==> src/hmtp_pkg.sv <==
`default_nettype none
package hmtp_pkg;

    localparam int INDEX_BITS = 16;

    typedef logic [INDEX_BITS-1:0] index_t;

    localparam logic [7:0] CH_SPACE   = 8'h20;
    localparam logic [7:0] CH_NEWLINE = 8'h0A;
    localparam logic [7:0] CH_TAB     = 8'h09;
    localparam logic [7:0] CH_VTAB    = 8'h0B;
    localparam logic [7:0] CH_FFEED   = 8'h0C;
    localparam logic [7:0] CH_CR      = 8'h0D;
    localparam logic [7:0] CH_MINUS   = 8'h2D;
    localparam logic [7:0] CH_PLUS    = 8'h2B;
    localparam logic [7:0] CH_COMMA   = 8'h2C;
    localparam logic [7:0] CH_ZERO    = 8'h30;
    localparam logic [7:0] CH_NINE    = 8'h39;
    localparam logic [7:0] CH_LO_A    = 8'h61;
    localparam logic [7:0] CH_LO_F    = 8'h66;
    localparam logic [7:0] CH_UP_A    = 8'h41;
    localparam logic [7:0] CH_UP_F    = 8'h46;
    localparam logic [7:0] CH_LO_X    = 8'h78;
    localparam logic [7:0] CH_UP_X    = 8'h58;

    localparam logic [31:0] DEFAULT_COLOR_RESET = 32'h00FF_FFFF;

    typedef enum logic
    {
        KIND_CHAR = 1'b0,
        KIND_END  = 1'b1
    } kind_t;

    typedef struct packed
    {
        logic       kind;
        logic [7:0] ch;
    } item_t;

    typedef struct packed
    {
        logic [15:0]        row;
        logic [15:0]        col;
        logic signed [31:0] height;
        logic [31:0]        color;
        logic               color_given;
        logic               bad_value;
    } point_t;

endpackage
`default_nettype wire

==> src/hmtp_if.sv <==
`default_nettype none
interface hmtp_char_if;
    logic       valid;
    logic       ready;
    logic       kind;
    logic [7:0] ch;

    modport source (output valid, output kind, output ch, input ready);
    modport sink (input valid, input kind, input ch, output ready);
endinterface

interface hmtp_point_if;
    logic               valid;
    logic               ready;
    logic [15:0]        row;
    logic [15:0]        col;
    logic signed [31:0] height;
    logic [31:0]        color;
    logic               color_given;
    logic               bad_value;

    modport source (output valid, output row, output col, output height, output color,
                    output color_given, output bad_value, input ready);
    modport sink (input valid, input row, input col, input height, input color,
                  input color_given, input bad_value, output ready);
endinterface
`default_nettype wire

==> src/hmtp_acc.sv <==
`default_nettype none
module hmtp_acc
(
    input  wire logic signed [31:0] height_acc,
    input  wire logic               negative,
    input  wire logic [31:0]        color_acc,
    input  wire logic               hex_mode,
    input  wire logic [3:0]         digit,
    output logic [31:0]             height_sum,
    output logic                    height_ovf,
    output logic [31:0]             color_sum,
    output logic                    color_ovf
);

    logic signed [36:0] cur_x;
    logic signed [36:0] prod;
    logic signed [36:0] dig;
    logic signed [36:0] dig_s;
    logic signed [36:0] hsum;
    logic [36:0]        cx;
    logic [36:0]        cprod;
    logic [36:0]        csum;

    // height: acc*10 +/- digit, signed 32-bit range check
    always_comb
    begin
        cur_x = 37'(height_acc);
        prod  = (cur_x <<< 3) + (cur_x <<< 1);
        dig   = $signed({33'd0, digit});
        dig_s = negative ? -dig : dig;
        hsum  = prod + dig_s;
        height_sum = hsum[31:0];
        height_ovf = (hsum[36:31] != {6{hsum[31]}});
    end

    // color: acc*16 or acc*10 + digit, unsigned 32-bit range check
    always_comb
    begin
        cx    = {5'd0, color_acc};
        cprod = hex_mode ? (cx << 4) : ((cx << 3) + (cx << 1));
        csum  = cprod + {33'd0, digit};
        color_sum = csum[31:0];
        color_ovf = |csum[36:32];
    end

endmodule
`default_nettype wire

==> src/hmtp_core.sv <==
`default_nettype none
module hmtp_core
(
    input  wire logic           clk,
    input  wire logic           rst_n,
    input  wire logic           step,
    input  wire hmtp_pkg::item_t item,
    input  wire logic [31:0]    default_color,
    output logic                fire,
    output hmtp_pkg::point_t    point
);

    typedef enum logic [2:0]
    {
        PH_IDLE     = 3'd0,
        PH_H_START  = 3'd1,
        PH_H_DIGITS = 3'd2,
        PH_C_START  = 3'd3,
        PH_C_ZERO   = 3'd4,
        PH_C_DIGITS = 3'd5,
        PH_SKIP     = 3'd6
    } phase_t;

    phase_t               phase_reg, phase_next, ph_eff;
    hmtp_pkg::index_t     row_count_reg, row_count_next;
    hmtp_pkg::index_t     col_count_reg, col_count_next;
    hmtp_pkg::index_t     col_fin;
    logic signed [31:0]   height_acc_reg;
    logic [31:0]          height_acc_next;
    logic                 negative_reg, negative_next;
    logic [31:0]          color_acc_reg, color_acc_next;
    logic                 hex_mode_reg, hex_mode_next;
    logic                 token_error_reg, token_error_next;
    logic                 halted_reg, halted_next;
    logic                 color_seen_reg, color_seen_next;

    logic                 is_inner, is_dec, is_hex, is_x;
    logic [3:0]           digit;
    logic [31:0]          height_sum, color_sum;
    logic                 height_ovf, color_ovf;
    logic                 finish;

    function automatic hmtp_pkg::index_t sat_inc(input hmtp_pkg::index_t v);
        return (v == '1) ? v : v + 1'b1;
    endfunction

    hmtp_acc u_acc
    (
        .height_acc (height_acc_reg),
        .negative   (negative_reg),
        .color_acc  (color_acc_reg),
        .hex_mode   (hex_mode_reg),
        .digit      (digit),
        .height_sum (height_sum),
        .height_ovf (height_ovf),
        .color_sum  (color_sum),
        .color_ovf  (color_ovf)
    );

    always_comb
    begin
        is_inner = (item.ch == hmtp_pkg::CH_TAB) || (item.ch == hmtp_pkg::CH_VTAB) ||
                   (item.ch == hmtp_pkg::CH_FFEED) || (item.ch == hmtp_pkg::CH_CR);
        is_dec   = (item.ch >= hmtp_pkg::CH_ZERO) && (item.ch <= hmtp_pkg::CH_NINE);
        is_hex   = is_dec ||
                   ((item.ch >= hmtp_pkg::CH_LO_A) && (item.ch <= hmtp_pkg::CH_LO_F)) ||
                   ((item.ch >= hmtp_pkg::CH_UP_A) && (item.ch <= hmtp_pkg::CH_UP_F));
        is_x     = (item.ch == hmtp_pkg::CH_LO_X) || (item.ch == hmtp_pkg::CH_UP_X);
        digit    = is_dec ? item.ch[3:0] : item.ch[3:0] + 4'd9;
    end

    assign fire = step && !halted_reg && finish && (phase_reg != PH_IDLE);

    always_comb
    begin
        point.row         = 16'(row_count_reg);
        point.col         = 16'(col_count_reg);
        point.height      = height_acc_reg;
        point.color       = color_seen_reg ? color_acc_reg : default_color;
        point.color_given = color_seen_reg;
        point.bad_value   = token_error_reg;
    end

    always_comb
    begin
        phase_next       = phase_reg;
        row_count_next   = row_count_reg;
        col_count_next   = col_count_reg;
        height_acc_next  = height_acc_reg;
        negative_next    = negative_reg;
        color_acc_next   = color_acc_reg;
        hex_mode_next    = hex_mode_reg;
        token_error_next = token_error_reg;
        halted_next      = halted_reg;
        color_seen_next  = color_seen_reg;
        finish           = (item.kind == hmtp_pkg::KIND_END) ||
                           (item.ch == hmtp_pkg::CH_SPACE) || (item.ch == hmtp_pkg::CH_NEWLINE);
        ph_eff           = (phase_reg == PH_IDLE) ? PH_H_START : phase_reg;
        col_fin          = (phase_reg != PH_IDLE) ? sat_inc(col_count_reg) : col_count_reg;

        if (step && !halted_reg)
        begin
            if (finish)
            begin
                if (phase_reg != PH_IDLE)
                begin
                    halted_next = token_error_reg;
                end
                col_count_next   = col_fin;
                phase_next       = PH_IDLE;
                height_acc_next  = '0;
                negative_next    = 1'b0;
                color_acc_next   = '0;
                hex_mode_next    = 1'b0;
                token_error_next = 1'b0;
                color_seen_next  = 1'b0;
                if ((item.kind == hmtp_pkg::KIND_END && col_fin != '0) ||
                    (item.kind == hmtp_pkg::KIND_CHAR && item.ch == hmtp_pkg::CH_NEWLINE))
                begin
                    row_count_next = sat_inc(row_count_reg);
                    col_count_next = '0;
                end
            end
            else
            begin
                phase_next = ph_eff;
                case (ph_eff)
                    PH_H_START:
                    begin
                        if (is_inner)
                        begin
                        end
                        else if (item.ch == hmtp_pkg::CH_MINUS)
                        begin
                            negative_next = 1'b1;
                            phase_next    = PH_H_DIGITS;
                        end
                        else if (item.ch == hmtp_pkg::CH_PLUS)
                        begin
                            phase_next = PH_H_DIGITS;
                        end
                        else if (is_dec)
                        begin
                            height_acc_next  = height_sum;
                            token_error_next = token_error_reg | height_ovf;
                            phase_next       = PH_H_DIGITS;
                        end
                        else if (item.ch == hmtp_pkg::CH_COMMA)
                        begin
                            phase_next = PH_C_START;
                        end
                        else
                        begin
                            token_error_next = 1'b1;
                            phase_next       = PH_SKIP;
                        end
                    end
                    PH_H_DIGITS:
                    begin
                        if (is_dec)
                        begin
                            height_acc_next  = height_sum;
                            token_error_next = token_error_reg | height_ovf;
                        end
                        else if (item.ch == hmtp_pkg::CH_COMMA)
                        begin
                            phase_next = PH_C_START;
                        end
                        else
                        begin
                            token_error_next = 1'b1;
                            phase_next       = PH_SKIP;
                        end
                    end
                    PH_C_START:
                    begin
                        color_seen_next = 1'b1;
                        if (is_inner)
                        begin
                        end
                        else if (item.ch == hmtp_pkg::CH_ZERO)
                        begin
                            phase_next = PH_C_ZERO;
                        end
                        else if (is_dec)
                        begin
                            color_acc_next   = color_sum;
                            token_error_next = token_error_reg | color_ovf;
                            phase_next       = PH_C_DIGITS;
                        end
                        else
                        begin
                            token_error_next = 1'b1;
                            phase_next       = PH_SKIP;
                        end
                    end
                    PH_C_ZERO:
                    begin
                        if (is_x)
                        begin
                            hex_mode_next = 1'b1;
                            phase_next    = PH_C_DIGITS;
                        end
                        else if (is_dec)
                        begin
                            color_acc_next   = color_sum;
                            token_error_next = token_error_reg | color_ovf;
                            phase_next       = PH_C_DIGITS;
                        end
                        else
                        begin
                            token_error_next = 1'b1;
                            phase_next       = PH_SKIP;
                        end
                    end
                    PH_C_DIGITS:
                    begin
                        if (is_dec || (is_hex && hex_mode_reg))
                        begin
                            color_acc_next   = color_sum;
                            token_error_next = token_error_reg | color_ovf;
                        end
                        else
                        begin
                            token_error_next = 1'b1;
                            phase_next       = PH_SKIP;
                        end
                    end
                    default:
                    begin
                    end
                endcase
            end
        end
    end

    always_ff @(posedge clk or negedge rst_n)
    begin
        if (!rst_n)
        begin
            phase_reg       <= PH_IDLE;
            row_count_reg   <= '0;
            col_count_reg   <= '0;
            height_acc_reg  <= '0;
            negative_reg    <= 1'b0;
            color_acc_reg   <= '0;
            hex_mode_reg    <= 1'b0;
            token_error_reg <= 1'b0;
            halted_reg      <= 1'b0;
            color_seen_reg  <= 1'b0;
        end
        else
        begin
            phase_reg       <= phase_next;
            row_count_reg   <= row_count_next;
            col_count_reg   <= col_count_next;
            height_acc_reg  <= $signed(height_acc_next);
            negative_reg    <= negative_next;
            color_acc_reg   <= color_acc_next;
            hex_mode_reg    <= hex_mode_next;
            token_error_reg <= token_error_next;
            halted_reg      <= halted_next;
            color_seen_reg  <= color_seen_next;
        end
    end

endmodule
`default_nettype wire

==> src/height_map_token_parser_top.sv <==
`default_nettype none
// Height-map token parser: takes map text one character per transfer on chars and gives
// one point per token on points. Throughput is one character per cycle while no point
// is held up on points; the space, newline or end-of-input item that closes a token is
// registered in the input register and its point then in the point register. The rate
// is set by the token state update, a combinational constant multiply-add with range
// check on the height or color accumulator. After a bad point the block keeps taking
// input but gives nothing until reset. cfg_we/cfg_data write the default color.
module height_map_token_parser_top
(
    input  wire logic         clk,
    input  wire logic         rst_n,
    hmtp_char_if.sink         chars,
    hmtp_point_if.source      points,
    input  wire logic         cfg_we,
    input  wire logic [31:0]  cfg_data
);

    logic              in_vld_reg, in_vld_next;
    hmtp_pkg::item_t   item_reg;
    logic              out_vld_reg, out_vld_next;
    hmtp_pkg::point_t  pt_reg;
    logic [31:0]       default_color_reg;
    logic              step;
    logic              fire;
    hmtp_pkg::point_t  point;

    assign step         = in_vld_reg && (!out_vld_reg || points.ready);
    assign chars.ready  = !in_vld_reg || step;
    assign in_vld_next  = chars.valid ? 1'b1 : (step ? 1'b0 : in_vld_reg);
    assign out_vld_next = fire ? 1'b1 : (points.ready ? 1'b0 : out_vld_reg);

    hmtp_core u_core
    (
        .clk           (clk),
        .rst_n         (rst_n),
        .step          (step),
        .item          (item_reg),
        .default_color (default_color_reg),
        .fire          (fire),
        .point         (point)
    );

    always_ff @(posedge clk or negedge rst_n)
    begin
        if (!rst_n)
        begin
            in_vld_reg        <= 1'b0;
            out_vld_reg       <= 1'b0;
            default_color_reg <= hmtp_pkg::DEFAULT_COLOR_RESET;
        end
        else
        begin
            if (chars.ready)
            begin
                in_vld_reg <= in_vld_next;
            end
            out_vld_reg <= out_vld_next;
            if (cfg_we)
            begin
                default_color_reg <= cfg_data;
            end
        end
    end

    always_ff @(posedge clk)
    begin
        if (chars.valid && chars.ready)
        begin
            item_reg.kind <= chars.kind;
            item_reg.ch   <= chars.ch;
        end
        if (fire)
        begin
            pt_reg <= point;
        end
    end

    assign points.valid       = out_vld_reg;
    assign points.row         = pt_reg.row;
    assign points.col         = pt_reg.col;
    assign points.height      = pt_reg.height;
    assign points.color       = pt_reg.color;
    assign points.color_given = pt_reg.color_given;
    assign points.bad_value   = pt_reg.bad_value;

endmodule
`default_nettype wire
==> src/flat_wrapper.sv <==
// flat-port wrapper written by rule: the top's interface ports become plain ports
module height_map_token_parser_top_flat 
  (clk, rst_n, cfg_we, cfg_data, chars_valid, chars_kind, chars_ch, chars_ready, points_valid, points_row, points_col, points_height, points_color, points_color_given, points_bad_value, points_ready);
  hmtp_char_if chars_i ();
  hmtp_point_if points_i ();
  input  wire logic clk;
  input  wire logic rst_n;
  input  wire logic cfg_we;
  input  wire logic [31:0] cfg_data;
  input wire logic [$bits(chars_i.valid)-1:0] chars_valid;
  input wire logic [$bits(chars_i.kind)-1:0] chars_kind;
  input wire logic [$bits(chars_i.ch)-1:0] chars_ch;
  output wire logic [$bits(chars_i.ready)-1:0] chars_ready;
  output wire logic [$bits(points_i.valid)-1:0] points_valid;
  output wire logic [$bits(points_i.row)-1:0] points_row;
  output wire logic [$bits(points_i.col)-1:0] points_col;
  output wire logic [$bits(points_i.height)-1:0] points_height;
  output wire logic [$bits(points_i.color)-1:0] points_color;
  output wire logic [$bits(points_i.color_given)-1:0] points_color_given;
  output wire logic [$bits(points_i.bad_value)-1:0] points_bad_value;
  input wire logic [$bits(points_i.ready)-1:0] points_ready;
  assign chars_i.valid = chars_valid;
  assign chars_i.kind = chars_kind;
  assign chars_i.ch = chars_ch;
  assign chars_ready = chars_i.ready;
  assign points_valid = points_i.valid;
  assign points_row = points_i.row;
  assign points_col = points_i.col;
  assign points_height = points_i.height;
  assign points_color = points_i.color;
  assign points_color_given = points_i.color_given;
  assign points_bad_value = points_i.bad_value;
  assign points_i.ready = points_ready;
  height_map_token_parser_top u_core (.clk(clk), .rst_n(rst_n), .chars(chars_i), .points(points_i), .cfg_we(cfg_we), .cfg_data(cfg_data));
endmodule
==> config.mk <==
export PLATFORM = sky130hd
export DESIGN_NAME = height_map_token_parser_top_flat
export DESIGN_NICKNAME = d
export VERILOG_FILES = /design/src/hmtp_pkg.sv /design/src/hmtp_if.sv /design/src/hmtp_acc.sv /design/src/hmtp_core.sv /design/src/height_map_token_parser_top.sv /design/src/flat_wrapper.sv
export SDC_FILE = /design/constraint.sdc
export NUM_CORES = 1
export LEC_CHECK = 0
export BUFFER_PORTS_ARGS = -buffer_cell sky130_fd_sc_hd__buf_4
export CAP_MARGIN = 20
export CORE_MARGIN = 5
export CORE_UTILIZATION = 30
export DETAILED_ROUTE_END_ITERATION = 8
export PLACE_DENSITY = 0.5
export REMOVE_ABC_BUFFERS = 1
export SLEW_MARGIN = 20
export SYNTH_ARGS = -nofsm -noshare
export SYNTH_HDL_FRONTEND = slang
export SYNTH_SLANG_ARGS = --single-unit
==> constraint.sdc <==
create_clock -name clk -period 20.3 [get_ports clk]
set_input_delay 3.045 -clock clk [delete_from_list [all_inputs] [get_ports clk]]
set_output_delay 3.045 -clock clk [all_outputs]
set_load 0.05 [all_outputs]
==> impl_metrics.json, run 1 <==
{
  "ys_seq_elements": 245,
  "io_buffers": 145,
  "routed_wl_um": 42800,
  "hold-worst-slack_ns": 0.449,
  "leakagePower_uw": 0.00814,
  "reg2reg_slack_ns": 13.79,
  "avgSynthCellArea_um2": 9.82,
  "startpoint": "points_ready",
  "hp-class": "reg -> reg",
  "maxSlewHeadroom": 0.310,
  "die_w_um": 240,
  "first_iter_violations": 664,
  "vdd_drop_max_mv": 0.0564,
  "yosys_warnings": 0,
  "die-area_um2": 57800,
  "min_period_over_period": 0.330,
  "cp.required_ns": 17.26,
  "yosys-top-cells-area": "edfxtp_1, dfrtp_1, ha_1, mux2_2, xnor2_1",
  "ctsHoldBuffers": 0,
  "fp.dieH_um": 240,
  "root_buffer": "clkbuf_16",
  "dp_slack_ns": 13.60,
  "power_density_nw_per_um2": 85.1,
  "drv_slew": 0,
  "cts_tree": "built",
  "path_max_fanout": 3,
  "final_cell_mix": "nand2_1, buf_4, o21ai_0",
  "critical_path_class": "in -> out",
  "synth_edf_count": 107,
  "cts_buffers": 31,
  "hpwl_um": 31200,
  "synth_top_area_frac": 0.202,
  "first_pass_iters": 5,
  "cp_slowest_stage_delay_ns": 0.20,
  "finClkSkew_ns": 0.0201,
  "grt_max_degree": 61,
  "vias_per_cell": 5.15,
  "max_freq_mhz": 149,
  "grt_pass1_wl_um": 68200,
  "syn_inst": 1622,
  "grt_pass1_vias": 12600,
  "fin_nets": 1914,
  "insertion_delay_ns": 0.57,
  "cts_setup_buffers": 0,
  "crit_arrival_ns": 3.65,
  "synth_ff_type": "dfrtp_1",
  "critPathSlowestCell": "buf_4",
  "clk_pin_slew_ns": 0.06,
  "r2r_start": "u_core.item_reg[1]$_DFFE_PP_",
  "setup_viol": 0,
  "async_flop_share": 0.563,
  "yosys.area.top_type": "edfxtp_1",
  "ctsResizeCount": 0,
  "gp_congestion": 0.844,
  "floorplan.initialDensity": 0.303,
  "synth_area_um2": 15900,
  "pin_count": 146,
  "yosysSeqAreaShare": 0.420,
  "cp_common_cell": "buf_4",
  "clock-sinks": 245,
  "min_period_ns": 6.69,
  "finalWorstSetupSlack_ns": 13.61,
  "finalSetupTns_ns": 0,
  "h-tree-depth": 1,
  "worst_setup_path_end_kind": "output port",
  "status": "complete, no violations",
  "wl_per_cell_um": 17.3,
  "grt_setup_unrepaired": "false",
  "clk_path_buf_depth": 3,
  "path_cells": "buf_4 -> nor2b_1 -> nand2_1 -> buf_4",
  "crit_end": "chars_ready",
  "grt_usage": 0.145,
  "synth_cell_types": 89,
  "drc_errors": 0,
  "overflow": 0,
  "reg2reg_depth": 19,
  "diodes": 0,
  "vias": 12700,
  "mostFrequentLayoutCell": "nand2_1",
  "drive_above_1_share": 0.181,
  "start_kind": "primary input",
  "nFillCells": 5349,
  "area_growth_pct": 18.0,
  "r2r-end": "u_core.u_core.height_acc_reg[26]$_DFFE_PN0P_",
  "cap_violations": 0,
  "num_rows": 84,
  "postRouteAntennaNets": 0,
  "worst-slew-pin-transition_ns": 1.02,
  "coreArea_um2": 52600,
  "antenna_found_initial": 0,
  "finalHoldViolations": 0
}
## worst min-delay path by stage
stage	start	to	slack, ns	cells past startpoint
after floorplan	u_core.u_core.row_count_reg[14]$_DFFE_PN0P_	u_core.points.row[14]$_DFFE_PP_	0.42	0
after global placement	u_core.u_core.row_count_reg[14]$_DFFE_PN0P_	u_core.points.row[14]$_DFFE_PP_	0.43	0
after detailed placement	u_core.u_core.row_count_reg[14]$_DFFE_PN0P_	u_core.points.row[14]$_DFFE_PP_	0.44	0
after CTS	u_core.u_core.row_count_reg[14]$_DFFE_PN0P_	u_core.points.row[14]$_DFFE_PP_	0.45	0
after global routing	u_core.u_core.row_count_reg[14]$_DFFE_PN0P_	u_core.points.row[14]$_DFFE_PP_	0.47	0
final	u_core.u_core.row_count_reg[14]$_DFFE_PN0P_	u_core.points.row[14]$_DFFE_PP_	0.45	0
## cell usage after synthesis, types with 20 or more instances
library cell  instances
nor2_1              105
dfrtp_1             114
edfxtp_1            107
o21ai_0             125
a21oi_1              96
and3_1               22
dfstp_2              24
nand3_1              36
ha_1                107
xor2_1               40
xnor2_1              84
o21a_1               24
a31oi_1              20
nor3_1               31
mux2_2               68
o31ai_1              26
clkbuf_1             48
nand2_1             170
a21o_1               53
inv_1                49
## cell families (layout without fill, tap and decap cells)
group / after synthesis / count (layout) / share of synthesized area
fa+ha+maj: 111 / 111 / 0.0891
compound gates: 462 / 462 / 0.188
simple gates: 490 / 490 / 0.151
flops: 245 / 245 / 0.420
buf+inv: 108 / 267 / 0.0263
xor+xnor: 124 / 124 / 0.0682
mux: 82 / 82 / 0.0569
## cell type report
class	instances	area, um^2	area share
multi-input cells	1269	8830	0.469
flip-flops and latches	245	6700	0.356
well taps	688	861	0.0458
clock buffers	46	913	0.0486
inverters	50	188	0.00998
clock inverters	11	115	0.00612
repair buffers	160	1200	0.0641
## metal layers
metal / global-route usage / wire length (um) / part of all wire / vias up
met2: 0.251 / 20800 / 0.49 / 222
met4: 0.0318 / 908 / 0.021 / 0
met3: 0.0208 / 1610 / 0.038 / 48
li1: - / - / - / 6285
met1: 0.192 / 19500 / 0.46 / 6150
met5: 0 / 0 / 0 / -
## power breakdown
group	leakage (uW)	total [uW]	internal [uW]	switching, uW
clock network	0.000509	548	334	213
logic	0.00488	415	162	253
registers	0.00276	637	583	54.6
total	0.00814	1600	1080	521
## stage by stage
step                cell area [um^2]  std cells  utilization  power (uW)
global route                   18800       2469        0.358        1690
global placement               17800       2412        0.338        1060
CTS                            18800       2469        0.358        1630
detailed placement             17800       2412        0.338        1070
finish                         18800       2469        0.358        1600
floorplan                      15700       1564            -         935
## worst max-delay path, delay by kind of cell
| family | cells | cell delay [ns] |
|---|---|---|
| buffers and inverters | 2 | 0.31 |
| AND/OR/NAND/NOR | 2 | 0.30 |
Note: power is estimated with default switching activity, not from simulation.
==> run 2, diff against run 1 <==
- clock period: 20.3 -> 6.19 ns (I/O delays scaled with it)
==> run 2 against run 1 <==
First-iteration DRC count fell by 15%; clock-buffer cell count fell by 5; combinational power rose to 3.3 times the previous value; clock power rose to 3.2 times the previous value; die area did not move; non-clock buffer count rose by 9; critical path type is now reg -> reg.
==> impl_metrics.json, run 2 (synthesis results as in run 1) <==
{
  "power_density_nw_per_um2": 276,
  "fp.dieH_um": 240,
  "insertion_delay_ns": 0.58,
  "drc_errors": 0,
  "vdd_drop_max_mv": 0.189,
  "leakagePower_uw": 0.00816,
  "min_period_ns": 5.77,
  "path_max_fanout": 7,
  "num_rows": 84,
  "die-area_um2": 57800,
  "status": "complete, no violations",
  "clk_pin_slew_ns": 0.06,
  "p_int_uw": 3480,
  "cpLargestDelayFamily": "simple AND/OR/NAND/NOR gates",
  "hp-class": "in -> async",
  "grtUsageMet3": 0.0200,
  "grt_use_met1": 0.194,
  "p_seq_frac": 0.400,
  "worst_setup_path_end_kind": "flop",
  "max_freq_mhz": 173,
  "floorplan.initialDensity": 0.303,
  "grt.busiest_layer": "met2",
  "critPathSlowestCell": "or4_1",
  "cp.required_ns": 6.65,
  "vias_per_cell": 5.11,
  "place_area_um2": 17800,
  "vias": 12700,
  "hpwl_um": 31600,
  "switchingPower_uw": 1730,
  "io_buffers": 145,
  "final_cell_mix": "nand2_1, buf_4, o21ai_0",
  "clock-sinks": 245,
  "cap_violations": 0,
  "finalHoldViolations": 0,
  "setup_viol": 0,
  "fin_nets": 1923,
  "h-tree-depth": 1,
  "seqCellArea_um2": 6700,
  "antenna_found_initial": 0,
  "finalSetupTns_ns": 0,
  "use_met2": 0.251,
  "diodes": 0,
  "mostFrequentLayoutCell": "nand2_1",
  "pin_count": 146,
  "grt_usage": 0.145,
  "final_util": 0.359,
  "multi_input_area_um2": 8850,
  "first_iter_violations": 563,
  "cp_common_cell": "o31a_1",
  "routed_wl_um": 43300,
  "hold-worst-slack_ns": 0.390,
  "nFillCells": 5259,
  "area_growth_pct": 18.3,
  "grt_setup_unrepaired": "false",
  "reg2reg_slack_ns": 0.42,
  "maxSlewHeadroom": 0.320,
  "worst-slew-pin-transition_ns": 1.01,
  "startpoint": "u_core.item_reg[1]$_DFFE_PP_",
  "die_w_um": 240,
  "crit_arrival_ns": 6.23,
  "cp_slowest_stage_delay_ns": 0.66,
  "combPwrFrac": 0.265,
  "dpl.cell_count": 2421,
  "cts_buffers": 31,
  "grt_pass1_vias": 12700,
  "drive_above_1_share": 0.185,
  "clk_path_buf_depth": 3,
  "drv_slew": 0,
  "path_buf_inv": 2,
  "r2r_start": "u_core.item_reg[1]$_DFFE_PP_",
  "gp_congestion": 0.876,
  "start_kind": "flop",
  "path_cells": "inv_1 -> ha_1 -> o21ba_2 -> o21a_1 -> or3_1 -> and2_1 -> inv_1 -> ha_1 -> nand2_1 -> o31a_1 -> or4_1 -> or4_4 -> or3_4 -> nor4_4 -> nand3_2 -> or2_0 -> o31a_1 -> o31a_1",
  "critical_path_class": "reg -> reg",
  "postRouteAntennaNets": 0,
  "cts_tree": "built",
  "grt_max_degree": 70,
  "coreArea_um2": 52600,
  "netSwitchingFraction": 0.331,
  "min_period_over_period": 0.932,
  "grt_pass1_wl_um": 68500,
  "final_cell_count_no_fill": 2479,
  "clkPwrFrac": 0.335,
  "finClkSkew_ns": 0.0182,
  "overflow": 0,
  "wl_per_cell_um": 17.5,
  "first_pass_iters": 5,
  "root_buffer": "clkbuf_16",
  "fin_area_um2": 18900
}
## run 2: cell count changes in the layout (fill, tap and decap cells not counted), moves of 2 or more
cell / change
buf_4: +9
clkinv_1: +7
clkbuf_8: -3
clkinv_4: -3
clkinv_2: -2
clkinvlp_4: +2
inv_6: +2
o21ai_0: -2
o21ai_1: +2
o41ai_1: -2
o41ai_2: +2
## run 2: final timing paths
check                      cells after the start                                           end
max in group asynchronous                      2  u_core.u_core.height_acc_reg[17]$_DFFE_PN0P_
min in group clk                               1          u_core.u_core.halted_reg$_DFFE_PN0P_
hold / removal                                 1   u_core.u_core.color_acc_reg[18]$_DFFE_PN0P_
setup reg to reg                              18     u_core.u_core.token_error_reg$_DFFE_PN0P_
hold reg to reg                                1          u_core.u_core.halted_reg$_DFFE_PN0P_
setup / recovery                              18     u_core.u_core.token_error_reg$_DFFE_PN0P_
## run 2: worst register-to-register path: stages (launching register included)
cell      delay [ns]
edfxtp_1        0.41
inv_1           0.11
ha_1            0.26
o21ba_2         0.26
o21a_1          0.25
or3_1           0.40
and2_1          0.20
inv_1           0.08
ha_1            0.20
nand2_1         0.08
o31a_1          0.28
or4_1           0.66
or4_4           0.54
or3_4           0.42
nor4_4          0.46
nand3_2         0.19
or2_0           0.26
o31a_1          0.32
o31a_1          0.29
## run 2: layout make-up
class | count | share of cell area
Tap cell | 688 | 0.0457
Multi-Input combinational cell | 1269 | 0.470
Clock buffer | 41 | 0.0447
Inverter | 50 | 0.00995
Clock inverter | 17 | 0.00730
Timing Repair Buffer | 169 | 0.0675
Sequential cell | 245 | 0.355
## run 2: repair_timing
item,CTS,global route
endpoints found under the setup margin,0,4
resized for setup,0,7
setup buffers,0,0
hold endpoints to repair,0,0
hold buffers,0,0
## run 2: per-stage QoR
step                      total power (uW)  worst slack, ns
after floorplan                       3070           -0.645
final                                 5210            0.421
after global placement                3490            0.501
after global routing                  5500           0.0462
after CTS                             5310            0.330
after detailed placement              3510            0.369
## run 2: metal layers
metal	part of all wire	wire, um
met3	0.038	1650
met2	0.48	20900
met4	0.021	907
met1	0.46	19900
met5	0	0
## run 2: power groups by stage
stage,combinational (uW),sequential (uW),clock [uW]
floorplan,789,2280,0
global placement,1380,2110,0
detailed placement,1400,2120,0
CTS,1400,2090,1820
global route,1520,2110,1870
finish,1380,2080,1750
